==> src/rtl/core/sprod_pkg.sv <==
// Package for the setpoint ramp output driver: word types, register
// indexes and the per-pass state and configuration structs.
// No dependencies.
`default_nettype none

package sprod_pkg;

   // Register indexes on the configuration port (byte address = 4 * index)
   localparam logic [1:0] REG_SETPOINT_MIN   = 2'd0;
   localparam logic [1:0] REG_SETPOINT_MAX   = 2'd1;
   localparam logic [1:0] REG_RAMP_PERIOD_MS = 2'd2;
   localparam logic [1:0] REG_RAMP_BYPASS    = 2'd3;

   // Reset values of the configuration registers
   localparam logic [7:0]  SETPOINT_MIN_RESET   = 8'd0;
   localparam logic [7:0]  SETPOINT_MAX_RESET   = 8'd255;
   localparam logic [15:0] RAMP_PERIOD_RESET    = 16'd0;

   localparam logic [15:0] ACC_SATURATE = 16'hFFFF;

   // One input word: one control pass
   typedef struct packed {
      logic       run_command;
      logic [7:0] setpoint;
      logic [7:0] elapsed_ms;
   } req_type;

   // One result word
   typedef struct packed {
      logic [7:0] duty;
      logic       contactor_on;
      logic [7:0] ramp_value;
      logic       target_reached;
   } rsp_type;

   // Configuration register set
   typedef struct packed {
      logic [7:0]  setpoint_min;
      logic [7:0]  setpoint_max;
      logic [15:0] ramp_period_ms;
      logic        ramp_bypass;
   } cfg_type;

   // Ramp state carried from pass to pass
   typedef struct packed {
      logic [7:0]  ramp_level;
      logic        contactor_latch;
      logic [15:0] elapsed_acc;
   } state_type;

endpackage

`default_nettype wire

==> src/rtl/core/sprod_step.sv <==
// One control pass of the ramp: clamp, target select, timed unit step
// and contactor latch. Pure combinational logic. Uses sprod_pkg.
`default_nettype none

module sprod_step (
   input  wire sprod_pkg::req_type   req,
   input  wire sprod_pkg::cfg_type   cfg,
   input  wire sprod_pkg::state_type state_cur,
   output sprod_pkg::state_type      state_next,
   output sprod_pkg::rsp_type        rsp
);

   logic [7:0]  clamped;
   logic [7:0]  target;
   logic [7:0]  level_start;
   logic        reached;
   logic [16:0] acc_sum;
   logic [15:0] acc_sat;
   logic        step_due;
   logic [7:0]  level_new;
   logic [15:0] acc_new;
   logic        latch_new;

   // Clamp setpoint; the lower limit test takes priority
   always_comb begin
      if (req.setpoint < cfg.setpoint_min) begin
         clamped = cfg.setpoint_min;
      end else if (req.setpoint > cfg.setpoint_max) begin
         clamped = cfg.setpoint_max;
      end else begin
         clamped = req.setpoint;
      end
   end

   assign target      = req.run_command ? clamped : 8'd0;
   assign level_start = cfg.ramp_bypass ? target : state_cur.ramp_level;
   assign reached     = (level_start == target);

   // Saturating elapsed-time accumulator
   assign acc_sum  = {1'b0, state_cur.elapsed_acc} + {9'd0, req.elapsed_ms};
   assign acc_sat  = acc_sum[16] ? sprod_pkg::ACC_SATURATE : acc_sum[15:0];
   assign step_due = (acc_sat >= cfg.ramp_period_ms);

   // Step one unit toward target once the period has elapsed
   always_comb begin
      level_new = level_start;
      acc_new   = 16'd0;
      if (!reached) begin
         if (step_due) begin
            if (target > level_start) begin
               level_new = level_start + 8'd1;
            end else begin
               level_new = level_start - 8'd1;
            end
         end else begin
            acc_new = acc_sat;
         end
      end
   end

   // Contactor holds while above the release level and run or latched
   assign latch_new = (level_new > cfg.setpoint_min) &&
                      (req.run_command || state_cur.contactor_latch);

   assign state_next.ramp_level      = level_new;
   assign state_next.contactor_latch = latch_new;
   assign state_next.elapsed_acc     = acc_new;

   assign rsp.duty           = latch_new ? level_new : 8'd0;
   assign rsp.contactor_on   = latch_new;
   assign rsp.ramp_value     = level_new;
   assign rsp.target_reached = reached;

endmodule

`default_nettype wire

==> src/rtl/core/setpoint_ramp_output_driver_unit.sv <==
// Top level of the setpoint ramp output driver: input register, ramp
// state, result register and APB-style register port.
// Depends on sprod_pkg and sprod_step.
`default_nettype none

// Takes one control pass word per clock while the result register drains
// and returns one result word per pass. A word is held in the input
// register, where the ramp step is computed against the stored ramp
// state, until it moves into the result register. The sustained rate is
// one word per cycle, limited only by the result register draining. The
// ramp state advances when a pass moves into the result register, so
// passes see each other's effects in order. Write the registers (min,
// max, period, bypass at byte addresses 0, 4, 8, 12) only while no word
// is in flight.
module setpoint_ramp_output_driver_unit (
   input  wire                 clock,
   input  wire                 reset,
   // input channel
   input  wire                 req_valid,
   output logic                req_ready,
   input  wire sprod_pkg::req_type req_word,
   // result channel
   output logic                rsp_valid,
   input  wire                 rsp_ready,
   output sprod_pkg::rsp_type  rsp_word,
   // register port
   input  wire                 csr_psel,
   input  wire                 csr_penable,
   input  wire                 csr_pwrite,
   input  wire  [3:0]          csr_paddr,
   input  wire  [31:0]         csr_pwdata,
   output logic [31:0]         csr_prdata,
   output logic                csr_pready
);

   sprod_pkg::cfg_type   cfg_ff;
   sprod_pkg::state_type state_ff;
   sprod_pkg::state_type state_in;
   sprod_pkg::req_type   in_word_ff;
   sprod_pkg::rsp_type   out_word_ff;
   sprod_pkg::rsp_type   step_rsp;
   logic                 in_valid_ff;
   logic                 out_valid_ff;
   logic                 advance;
   logic                 csr_write;
   logic [1:0]           csr_index;

   // Configuration registers
   assign csr_pready = 1'b1;
   assign csr_write  = csr_psel && csr_penable && csr_pwrite;
   assign csr_index  = csr_paddr[3:2];

   always_ff @(posedge clock) begin
      if (reset) begin
         cfg_ff.setpoint_min   <= sprod_pkg::SETPOINT_MIN_RESET;
         cfg_ff.setpoint_max   <= sprod_pkg::SETPOINT_MAX_RESET;
         cfg_ff.ramp_period_ms <= sprod_pkg::RAMP_PERIOD_RESET;
         cfg_ff.ramp_bypass    <= 1'b0;
      end else if (csr_write) begin
         case (csr_index)
            sprod_pkg::REG_SETPOINT_MIN:   cfg_ff.setpoint_min   <= csr_pwdata[7:0];
            sprod_pkg::REG_SETPOINT_MAX:   cfg_ff.setpoint_max   <= csr_pwdata[7:0];
            sprod_pkg::REG_RAMP_PERIOD_MS: cfg_ff.ramp_period_ms <= csr_pwdata[15:0];
            sprod_pkg::REG_RAMP_BYPASS:    cfg_ff.ramp_bypass    <= csr_pwdata[0];
            default: ;
         endcase
      end
   end

   // Register readback
   always_comb begin
      case (csr_index)
         sprod_pkg::REG_SETPOINT_MIN:   csr_prdata = {24'd0, cfg_ff.setpoint_min};
         sprod_pkg::REG_SETPOINT_MAX:   csr_prdata = {24'd0, cfg_ff.setpoint_max};
         sprod_pkg::REG_RAMP_PERIOD_MS: csr_prdata = {16'd0, cfg_ff.ramp_period_ms};
         sprod_pkg::REG_RAMP_BYPASS:    csr_prdata = {31'd0, cfg_ff.ramp_bypass};
         default:                       csr_prdata = 32'd0;
      endcase
   end

   // Pipeline flow: input stage moves on when the result slot frees up
   assign advance   = in_valid_ff && (!out_valid_ff || rsp_ready);
   assign req_ready = !in_valid_ff || advance;

   // Input register
   always_ff @(posedge clock) begin
      if (reset) begin
         in_valid_ff <= 1'b0;
      end else if (req_ready) begin
         in_valid_ff <= req_valid;
      end
   end

   always_ff @(posedge clock) begin
      if (req_ready && req_valid) begin
         in_word_ff <= req_word;
      end
   end

   // Ramp pass logic
   sprod_step u_step (
      .req        (in_word_ff),
      .cfg        (cfg_ff),
      .state_cur  (state_ff),
      .state_next (state_in),
      .rsp        (step_rsp)
   );

   // Ramp state
   always_ff @(posedge clock) begin
      if (reset) begin
         state_ff <= '0;
      end else if (advance) begin
         state_ff <= state_in;
      end
   end

   // Result register
   always_ff @(posedge clock) begin
      if (reset) begin
         out_valid_ff <= 1'b0;
      end else if (advance) begin
         out_valid_ff <= 1'b1;
      end else if (rsp_ready) begin
         out_valid_ff <= 1'b0;
      end
   end

   always_ff @(posedge clock) begin
      if (advance) begin
         out_word_ff <= step_rsp;
      end
   end

   assign rsp_valid = out_valid_ff;
   assign rsp_word  = out_word_ff;

   // Checks
   a_ready_only_blocked_when_full: assert property (
      @(posedge clock) disable iff (reset)
      !req_ready |-> (in_valid_ff && out_valid_ff && !rsp_ready))
      else $error("input stalled with a free slot");

   a_ramp_unit_step: assert property (
      @(posedge clock) disable iff (reset)
      (advance && !cfg_ff.ramp_bypass) |=>
         (state_ff.ramp_level == $past(state_ff.ramp_level)) ||
         (state_ff.ramp_level == 8'($past(state_ff.ramp_level) + 8'd1)) ||
         (state_ff.ramp_level == 8'($past(state_ff.ramp_level) - 8'd1)))
      else $error("ramp level moved by more than one unit");

   a_result_matches_state: assert property (
      @(posedge clock) disable iff (reset)
      advance |=> (rsp_word.ramp_value == state_ff.ramp_level) &&
                  (rsp_word.contactor_on == state_ff.contactor_latch))
      else $error("result word disagrees with ramp state");

   a_duty_gated: assert property (
      @(posedge clock) disable iff (reset)
      (rsp_valid && rsp_word.duty != 8'd0) |->
         (rsp_word.contactor_on && rsp_word.duty == rsp_word.ramp_value))
      else $error("duty driven with contactor open");

endmodule

`default_nettype wire
==> config.mk <==
export PLATFORM = sky130hd
export DESIGN_NAME = setpoint_ramp_output_driver_unit
export DESIGN_NICKNAME = d
export VERILOG_FILES = /design/src/rtl/core/sprod_pkg.sv /design/src/rtl/core/sprod_step.sv /design/src/rtl/core/setpoint_ramp_output_driver_unit.sv
export SDC_FILE = /design/constraint.sdc
export NUM_CORES = 1
export LEC_CHECK = 0
export BUFFER_PORTS_ARGS = -buffer_cell sky130_fd_sc_hd__buf_2
export CAP_MARGIN = 0
export CORE_MARGIN = 2
export CORE_UTILIZATION = 35
export CTS_CLUSTER_SIZE = 28
export DETAILED_ROUTE_END_ITERATION = 7
export GPL_TIMING_DRIVEN = 0
export HOLD_SLACK_MARGIN = 0.03
export PLACE_DENSITY = 0.66
export SETUP_SLACK_MARGIN = 0.05
export SKIP_LAST_GASP = 1
export SLEW_MARGIN = 0
export SYNTH_ARGS = -nofsm -noshare
export SYNTH_HDL_FRONTEND = slang
export SYNTH_SLANG_ARGS = --single-unit
==> constraint.sdc <==
create_clock -name clock -period 19.8 [get_ports clock]
set_clock_uncertainty 0.15 [all_clocks]
set_input_delay 0.99 -clock clock [delete_from_list [all_inputs] [get_ports clock]]
set_output_delay 0.99 -clock clock [all_outputs]
set_load 0.01 [all_outputs]
==> results of run 1 <==
## metal layers
metal  global-route usage [%]  part of all wire (%)
met1                     24.6                    48
met2                     26.3                    44
met3                     2.33                   5.7
met5                        0                     0
met4                     6.82                   2.3
## registers in the layout, indices dropped and copies added, names as in the netlist
signal and flops:
state_ff 25, rsp_word 18, rsp_valid 1, in_word_ff 17, in_valid_ff 1, cfg_ff 33
## synthesized netlist by cell type, types with 15 or more instances
library cell  instances  area share [%]
nor2_1               48             2.9
inv_1                58             3.5
a21o_1               15             1.8
edfxtp_1             35              17
buf_4                17             2.1
nand2_1              89             5.4
mux2i_1              27             4.4
clkbuf_1             23             1.4
ha_1                 61              12
dfxtp_1              60              19
a21oi_1              55             4.4
and2_1               16             1.6
o21ai_0              28             2.3
nor2b_1              18             1.8
## worst register-to-register path, delay by kind of cell, from the launching register on
family / cells / cell delay [ps]
buf+inv: 4 / 740
flops: 1 / 450
compound gates: 10 / 3010
fa+ha+maj: 4 / 1200
simple gates: 10 / 1880
mux: 2 / 400
## power breakdown
part / internal (W) / total (W) / switching [W]
logic: 0.000101 / 0.000257 / 0.000156
clock network: 0.0000981 / 0.000174 / 0.0000760
registers: 0.000228 / 0.000234 / 0.00000657
total: 0.000427 / 0.000666 / 0.000239
## how the worst max path moves through the flow
stage	slack, ps	depth (start not counted)	to	from
floorplan	13300	31	rsp_word[13]$_SDFFCE_PN0P_	in_word_ff[9]$_DFFE_PP_
global placement	11910	31	rsp_word[13]$_SDFFCE_PN0P_	in_word_ff[9]$_DFFE_PP_
detailed placement	11870	30	rsp_word[16]$_SDFFCE_PN0P_	in_word_ff[15]$_DFFE_PP_
CTS	11800	30	rsp_word[16]$_SDFFCE_PN0P_	in_word_ff[15]$_DFFE_PP_
global route	11160	31	rsp_word[13]$_SDFFCE_PN0P_	cfg_ff[24]$_SDFFE_PP1P_
finish	11740	30	rsp_word[16]$_SDFFCE_PN0P_	in_word_ff[15]$_DFFE_PP_
## kinds of logic (layout without fill, tap and decap cells)
group	after synthesis	in the layout	share of synthesized area (%)
other cells	2	17	0.121
xor+xnor	13	13	1.84
compound gates	175	175	19.3
mux	31	31	5.27
fa+ha+maj	63	63	13.0
simple gates	222	222	16.9
buf+inv	103	196	7.29
flops	95	95	36.3
## per-stage QoR
| step | total power [W] | instance area [µm²] | utilization [%] |
|---|---|---|---|
| 6_report | 0.000666 | 7210 | 41.7 |
| 3_5_place_dp | 0.000494 | 6920 | 40.0 |
| 4_1_cts | 0.000668 | 7210 | 41.7 |
| 5_1_grt | 0.000710 | 7210 | 41.7 |
| 2_1_floorplan | 0.000423 | 6260 | - |
| 3_3_place_gp | 0.000490 | 6920 | 40.0 |
## layout make-up
class / instances / area (µm²) / share of cell area [%]
well taps: 225 / 282 / 3.91
plain buffers: 44 / 231 / 3.21
inverters: 59 / 221 / 3.07
clock buffers: 12 / 238 / 3.30
repair buffers: 77 / 385 / 5.35
multi-input cells: 521 / 3550 / 49.3
flip-flops and latches: 95 / 2250 / 31.3
clock inverters: 4 / 45.0 / 0.625
==> results.yml, run 1 <==
yosys:
  synth_ff_type: "dfxtp_1"
  yosysWarningCount: 0
  ys_ff_latch: 95
  syn_area_per_cell_um2: 8.81
  syn-cell-area_um2: 6200
  synth_cell_type_count: 68
  async_flop_share_pct: 0
  synth-edff-count: 35
  postSynthCellCount: 704
  ys_seq_area_share_pct: 36.3
routing:
  vias_per_cell: 5.10
  wire_per_inst_um: 15.4
  antenna_left: 0
  drc: 0
  vias: 5288
  routed_wl_um: 15900
  first_pass_iters: 5
  drt_iter0_drc: 293
min_path:
  hold_depth: 2
  hold_start: "state_ff[18]$_SDFFE_PP0P_"
  hold_path_class: "register to register"
  whs_endpoint: "state_ff[18]$_SDFFE_PP0P_"
place:
  dp_slack_ps: 11870
  io_buffer_count: 77
  place_inst: 1021
  hpwlAfterDp_um: 12400
  place_congestion: 0.914
run:
  maxCapViolCount: 0
floorplan:
  die_x_um: 137
  initial_core_util_pct: 35.8
  fp-row-count: 48
  io-pin-count: 113
  die_h_um: 137
  core_um2: 17300
  dieArea_um2: 18800
worst_setup_path:
  cp-start-kind: "register"
  cp_slowest_cell: "o221ai_1"
  critPathArrivalTime_ps: 8020
  worstPathRequired_ps: 19760
  worst_r2r_endpoint: "rsp_word[16]$_SDFFCE_PN0P_"
  r2r-start: "in_word_ff[15]$_DFFE_PP_"
  path_max_fanout: 8
  ff2ff_setup_slack_ps: 11740
  cpLargestDelayFamily: "compound AO/OA/AOI/OAI gates"
  cpMostUsedCell: "ha_1"
  end_kind: "register"
  critPathKind: "register to register"
  cp.buffers_inverters: 4
  rr_worst_depth: 30
  critical_path.max_stage_delay_ps: 680
sta:
  tns_ps: 0
  hold_viol: 0
  hold_ws_ps: 304
  drv_slew: 0
  tightest_slew_ps: 859
  fmax_mhz: 124
  finalSetupViolCount: 0
  min_period_ps: 8060
  rsz0062_at_grt: "false"
  max-slew-margin-rel_pct: 42.3
  post-route-period-util_pct: 40.7
  setup_ws_ps: 11740
cells_and_area:
  fill_cells: 1783
  final_cells: 1037
  layout.nets: 930
  n_antenna_cell: 0
  layout_common_cells: "89 x nand2_1, 78 x buf_2, 61 x ha_1"
  layout-drive-gt1-share_pct: 15.5
  layout_commonest_cell: "nand2_1"
  area_delta_synth_final_pct: 16.2
grt:
  grt_pass1_wl_um: 24900
  grt_max_degree: 28
  grt_remaining_overflow: 0
  grt_pass1_vias: 4820
  grt_use_total_pct: 17.3
  antenna_found_initial: 0
cts:
  cts_tree: "done"
  clock_latency_ps: 360
  cts.path.max_buffers: 2
  cts_buffers: 9
  cts_resized: 0
  cts_root_buf: "clkbuf_16"
  post_cts.repair.setup_buffers: 0
  cts.clk_slew.worst_paths_ps: 70
  cts.sinks: 95
  ctsHoldBuffers: 0
  htreeDepth: 3
power:
  power_density_nw_per_um2: 92.4
  p_leak_nw: 3.17
  ir_drop_uv: 43.3
outcome:
  outcome: "finished clean"
(Power assumes the default switching activity.)
==> run 2: changes to the inputs <==
Clock period 19.8 ns to 7.65 ns, I/O delays scaled along.
==> run 2 against run 1 <==
Against the previous run:
- core utilization rose by 0.54 points
- largest power group unchanged
- die area unchanged
- wire length is 0.99% higher
- global-route usage increased by 0.10 points
- clock power increased to 2.6 times the previous value
- combinational power grew to 2.7 times the previous value
- count of clock-buffer cells in the layout unchanged
==> results.yml, run 2 (synthesis results as in run 1) <==
cells_and_area:
  n_antenna_cell: 0
  largest_reg_flops: 33
  final_cell_area_um2: 7300
  layout_common_cells: "89 x nand2_1, 77 x buf_2, 61 x ha_1"
  layout-drive-gt1-share_pct: 17.2
  area_delta_synth_final_pct: 17.8
  final_cells: 1040
  layout_commonest_cell: "nand2_1"
  fill_cells: 1776
  largest_register: "cfg_ff"
  layout.nets: 933
worst_setup_path:
  cp.buffers_inverters: 3
  cp_slowest_cell: "edfxtp_1"
  path_depth: 31
  end_kind: "register"
  critPathKind: "register to register"
  worstPathRequired_ps: 7610
  critPathArrivalTime_ps: 7100
  cpMostUsedCell: "ha_1"
  cp-start-kind: "register"
  path_max_fanout: 8
  critical_path.max_stage_delay_ps: 440
  cpLargestDelayFamily: "compound AO/OA/AOI/OAI gates"
  rr_worst_depth: 31
routing:
  wire_per_inst_um: 15.5
  first_pass_iters: 5
  vias_per_cell: 5.10
  drt_iter0_drc: 313
  routed_wl_um: 16100
  drc: 0
  antenna_left: 0
  vias: 5304
floorplan:
  core_um2: 17300
  fp-row-count: 48
  die_h_um: 137
  initial_core_util_pct: 35.8
  die_x_um: 137
  io-pin-count: 113
  dieArea_um2: 18800
place:
  post_dp_cell_area_um2: 6920
  hpwlAfterDp_um: 12400
  place_inst: 1021
  io_buffer_count: 77
  place_congestion: 0.914
cts:
  cts.clk_slew.worst_paths_ps: 70
  cts.path.max_buffers: 2
  cts.sinks: 95
  cts_tree: "done"
  htreeDepth: 3
  cts_root_buf: "clkbuf_16"
  clock_latency_ps: 360
  cts_buffers: 9
grt:
  grt_pass1_vias: 4848
  grt_remaining_overflow: 0
  grt_use_total_pct: 17.4
  grt_max_degree: 28
  antenna_found_initial: 0
  grt_pass1_wl_um: 25000
run:
  maxCapViolCount: 0
power:
  ir_drop_uv: 121
  power_density_nw_per_um2: 242
  p_total_w: 0.00177
  p_leak_nw: 3.19
sta:
  fmax_mhz: 140
  min_period_ps: 7130
  rsz0062_at_grt: "false"
  tightest_slew_ps: 867
  drv_slew: 0
  finalSetupViolCount: 0
  post-route-period-util_pct: 93.2
  max-slew-margin-rel_pct: 41.7
  hold_viol: 0
min_path:
  hold_depth: 1
  hold_path_class: "input port to register"
outcome:
  outcome: "finished clean"
[run 2: area by class of cell]
type / count / area [µm²] / area share (%)
plain buffers: 44 / 235 / 3.22
well taps: 225 / 282 / 3.86
repair buffers: 80 / 408 / 5.59
clock buffers: 12 / 238 / 3.26
flip-flops and latches: 95 / 2250 / 30.8
clock inverters: 4 / 45.0 / 0.617
multi-input cells: 521 / 3620 / 49.6
inverters: 59 / 221 / 3.03
[run 2: timing repair]
action,4_1_cts,5_1_grt
resized for setup,3,14
buffers inserted,3,0
pin swaps,2,4
hold buffers,0,0
endpoints found under the setup margin,10,10
[run 2: final timing paths]
check / endpoint / startpoint / slack [ps]
worst max-delay path: rsp_word[16]$_SDFFCE_PN0P_ / in_word_ff[9]$_DFFE_PP_ / 520
worst min register to register: state_ff[18]$_SDFFE_PP0P_ / state_ff[18]$_SDFFE_PP0P_ / 300
worst min-delay path: in_word_ff[2]$_DFFE_PP_ / req_word[2] / 50
worst max register to register: rsp_word[16]$_SDFFCE_PN0P_ / in_word_ff[9]$_DFFE_PP_ / 520
[run 2: power by group]
group | internal [W] | leakage [nW] | switching (W)
logic | 0.000280 | 2.23 | 0.000425
clock network | 0.000254 | 0.141 | 0.000200
registers | 0.000589 | 0.824 | 0.0000177
total | 0.00112 | 3.19 | 0.000643
[run 2: routing by layer]
metal / wire [µm] / global-route usage (%) / up-vias
met5: 0 / 0 / -
met4: 297 / 6.59 / 0
met3: 730 / 2.19 / 20
met2: 7160 / 26.9 / 136
met1: 7900 / 24.6 / 2465
li1: - / - / 2683
[run 2: worst register-to-register path, delay by kind of cell (launching register included)]
kind                     cells  cell delay (ps)
multiplexers                 2              660
buffers and inverters        3              470
adder cells (fa/ha/maj)      4             1120
AND/OR/NAND/NOR             10             1880
flip-flops                   1              440
AO/OA/AOI/OAI               12             2200
[run 2: metrics by stage]
stage / utilization (%) / setup TNS, ps / worst slack (ps) / hold slack [ps]
2_1_floorplan: - / 0 / 1150 / 282
3_3_place_gp: 40.0 / -782 / -238 / 289
3_5_place_dp: 40.0 / -975 / -279 / 298
4_1_cts: 41.9 / 0 / 205 / 40.0
5_1_grt: 42.2 / 0 / 58.1 / 45.5
6_report: 42.2 / 0 / 517 / 49.7
==> run 3: changes to the inputs <==
Settings changed: CTS_BUF_LIST from default to sky130_fd_sc_hd__clkbuf_2, REMOVE_ABC_BUFFERS from default to 1.
==> run 3 against run 2 <==
Against the previous run:
- power fell by 8.0%
- global-route usage down 0.51 points
- register-to-register slack got worse by 160 ps
==> results.yml, run 3 (synthesis results as in run 1) <==
worst_setup_path:
  r2r-start: "in_word_ff[15]$_DFFE_PP_"
  ff2ff_setup_slack_ps: 360
  cp.buffers_inverters: 3
  critical_path.max_stage_delay_ps: 500
  critPathKind: "register to register"
  cp-start-kind: "register"
  worst_r2r_endpoint: "rsp_word[13]$_SDFFCE_PN0P_"
  rr_worst_depth: 28
  crit_end: "rsp_word[13]$_SDFFCE_PN0P_"
  worstPathRequired_ps: 7920
  path_depth: 28
  cp-startpoint: "in_word_ff[15]$_DFFE_PP_"
  cpMostUsedCell: "ha_1"
  end_kind: "register"
  cpLargestDelayFamily: "compound AO/OA/AOI/OAI gates"
  path_max_fanout: 7
  critPathArrivalTime_ps: 7560
  cp_slowest_cell: "edfxtp_1"
floorplan:
  initial_core_util_pct: 35.8
  die_h_um: 137
  io-pin-count: 113
  die_x_um: 137
  dieArea_um2: 18800
  fp-row-count: 48
  core_um2: 17300
power:
  p_total_w: 0.00162
  power_density_nw_per_um2: 220
  p_leak_nw: 3.21
  ir_drop_uv: 147
routing:
  drc: 0
  vias: 5355
  first_pass_iters: 5
  wire_per_inst_um: 15.0
  vias_per_cell: 5.12
  drt_iter0_drc: 358
  routed_wl_um: 15700
  antenna_left: 0
cells_and_area:
  layout_commonest_cell: "nand2_1"
  largest_register: "cfg_ff"
  register_area_um2: 2250
  fill_cells: 1717
  layout.nets: 938
  n_antenna_cell: 0
  layout-drive-gt1-share_pct: 17.0
  largest_reg_flops: 33
  area_delta_synth_final_pct: 19.3
  multi_input_area_um2: 3660
  layout_common_cells: "89 x nand2_1, 77 x buf_2, 60 x ha_1"
sta:
  post-route-period-util_pct: 95.3
  tightest_slew_ps: 1250
  setup_ws_ps: 362
  drv_slew: 0
  rsz0062_at_grt: "false"
  finalSetupViolCount: 0
  max-slew-margin-rel_pct: 16.4
  min_period_ps: 7290
  hold_viol: 0
  fmax_mhz: 137
run:
  maxCapViolCount: 0
grt:
  grt_remaining_overflow: 0
  grt_max_degree: 49
  grt_pass1_vias: 4897
  antenna_found_initial: 0
  grt_use_total_pct: 16.9
  grt_pass1_wl_um: 24700
outcome:
  outcome: "finished clean"
cts:
  cts.sinks: 95
  cts_tree: "done"
  htreeDepth: 3
  cts_buffers: 9
  cts.path.max_buffers: 2
  cts_root_buf: "clkbuf_2"
  cts.clk_slew.worst_paths_ps: 290
  clock_latency_ps: 640
place:
  dp_slack_ps: -135
  place_congestion: 0.929
  hpwlAfterDp_um: 11300
  io_buffer_count: 77
min_path:
  hold_path_class: "input port to register"
==> run 3: cell types whose count changed in the layout (fill, tap and decap cells not counted), sizes merged <==
| cell | delta |
|---|---|
| buf | -9 |
| clkbuf | -25 |
| clkinv | -1 |
| clkinvlp | +1 |
| dlygate4sd3 | +37 |
| inv | +1 |
| o31ai | +1 |
==> run 3: through the flow <==
step | util [%] | TNS, ps | hold slack [ps] | instances | instance area [µm²]
floorplan | - | 0 | 276 | 675 | 6030
global placement | 38.7 | -186 | 289 | 977 | 6690
detailed placement | 38.8 | -365 | 294 | 977 | 6710
CTS | 41.7 | 0 | 48.8 | 1030 | 7200
global route | 42.8 | 0 | 67.6 | 1045 | 7400
finish | 42.8 | 0 | 97.1 | 1045 | 7400
==> run 3: timing repair <==
action	4_1_cts	5_1_grt
cloned	0	1
setup buffers	0	14
setup endpoints to repair	6	10
resized for setup	1	16
endpoints found under the hold margin	52	0
pin swaps	1	4
hold buffers	37	0
==> run 3: layout make-up <==
type | count | area share [%]
flip-flops and latches | 95 | 30.5
repair buffers | 128 | 11.6
inverters | 59 | 2.99
multi-input cells | 522 | 49.5
well taps | 225 | 3.81
clock inverters | 5 | 0.896
clock buffers | 11 | 0.744
==> run 3: worst min path at each step <==
stage | from | to | slack, ps | depth (start not counted)
after global routing | csr_paddr[2] | cfg_ff[0]$_SDFFE_PP0P_ | 70 | 4
after detailed placement | state_ff[23]$_SDFFE_PP0P_ | state_ff[23]$_SDFFE_PP0P_ | 290 | 2
final | csr_paddr[2] | cfg_ff[0]$_SDFFE_PP0P_ | 100 | 4
after floorplan | state_ff[17]$_SDFFE_PP0P_ | state_ff[17]$_SDFFE_PP0P_ | 280 | 2
after global placement | state_ff[17]$_SDFFE_PP0P_ | state_ff[17]$_SDFFE_PP0P_ | 290 | 2
after CTS | csr_paddr[2] | cfg_ff[0]$_SDFFE_PP0P_ | 50 | 4
==> run 3: metal layers <==
layer | vias up | track usage, % | share of wire, %
met3 | 19 | 4.11 | 6.7
met1 | 2470 | 24.4 | 50
li1 | 2686 | - | -
met5 | - | 0 | 0
met4 | 0 | 4.30 | 1.3
met2 | 180 | 25.0 | 42
==> run 3: tightest hold or removal path, cell delays in order <==
cell and delay (ps):
buf_2 210, nand3_1 140, mux2i_1 70, nor2_1 70
==> run 3: where the power goes <==
| part | switching [W] | internal [W] | leakage [nW] | total [W] |
|---|---|---|---|---|
| combinational | 0.000437 | 0.000310 | 2.31 | 0.000747 |
| sequential | 0.0000185 | 0.000590 | 0.825 | 0.000609 |
| clock | 0.000187 | 0.0000824 | 0.0747 | 0.000269 |
| total | 0.000642 | 0.000982 | 3.21 | 0.00162 |
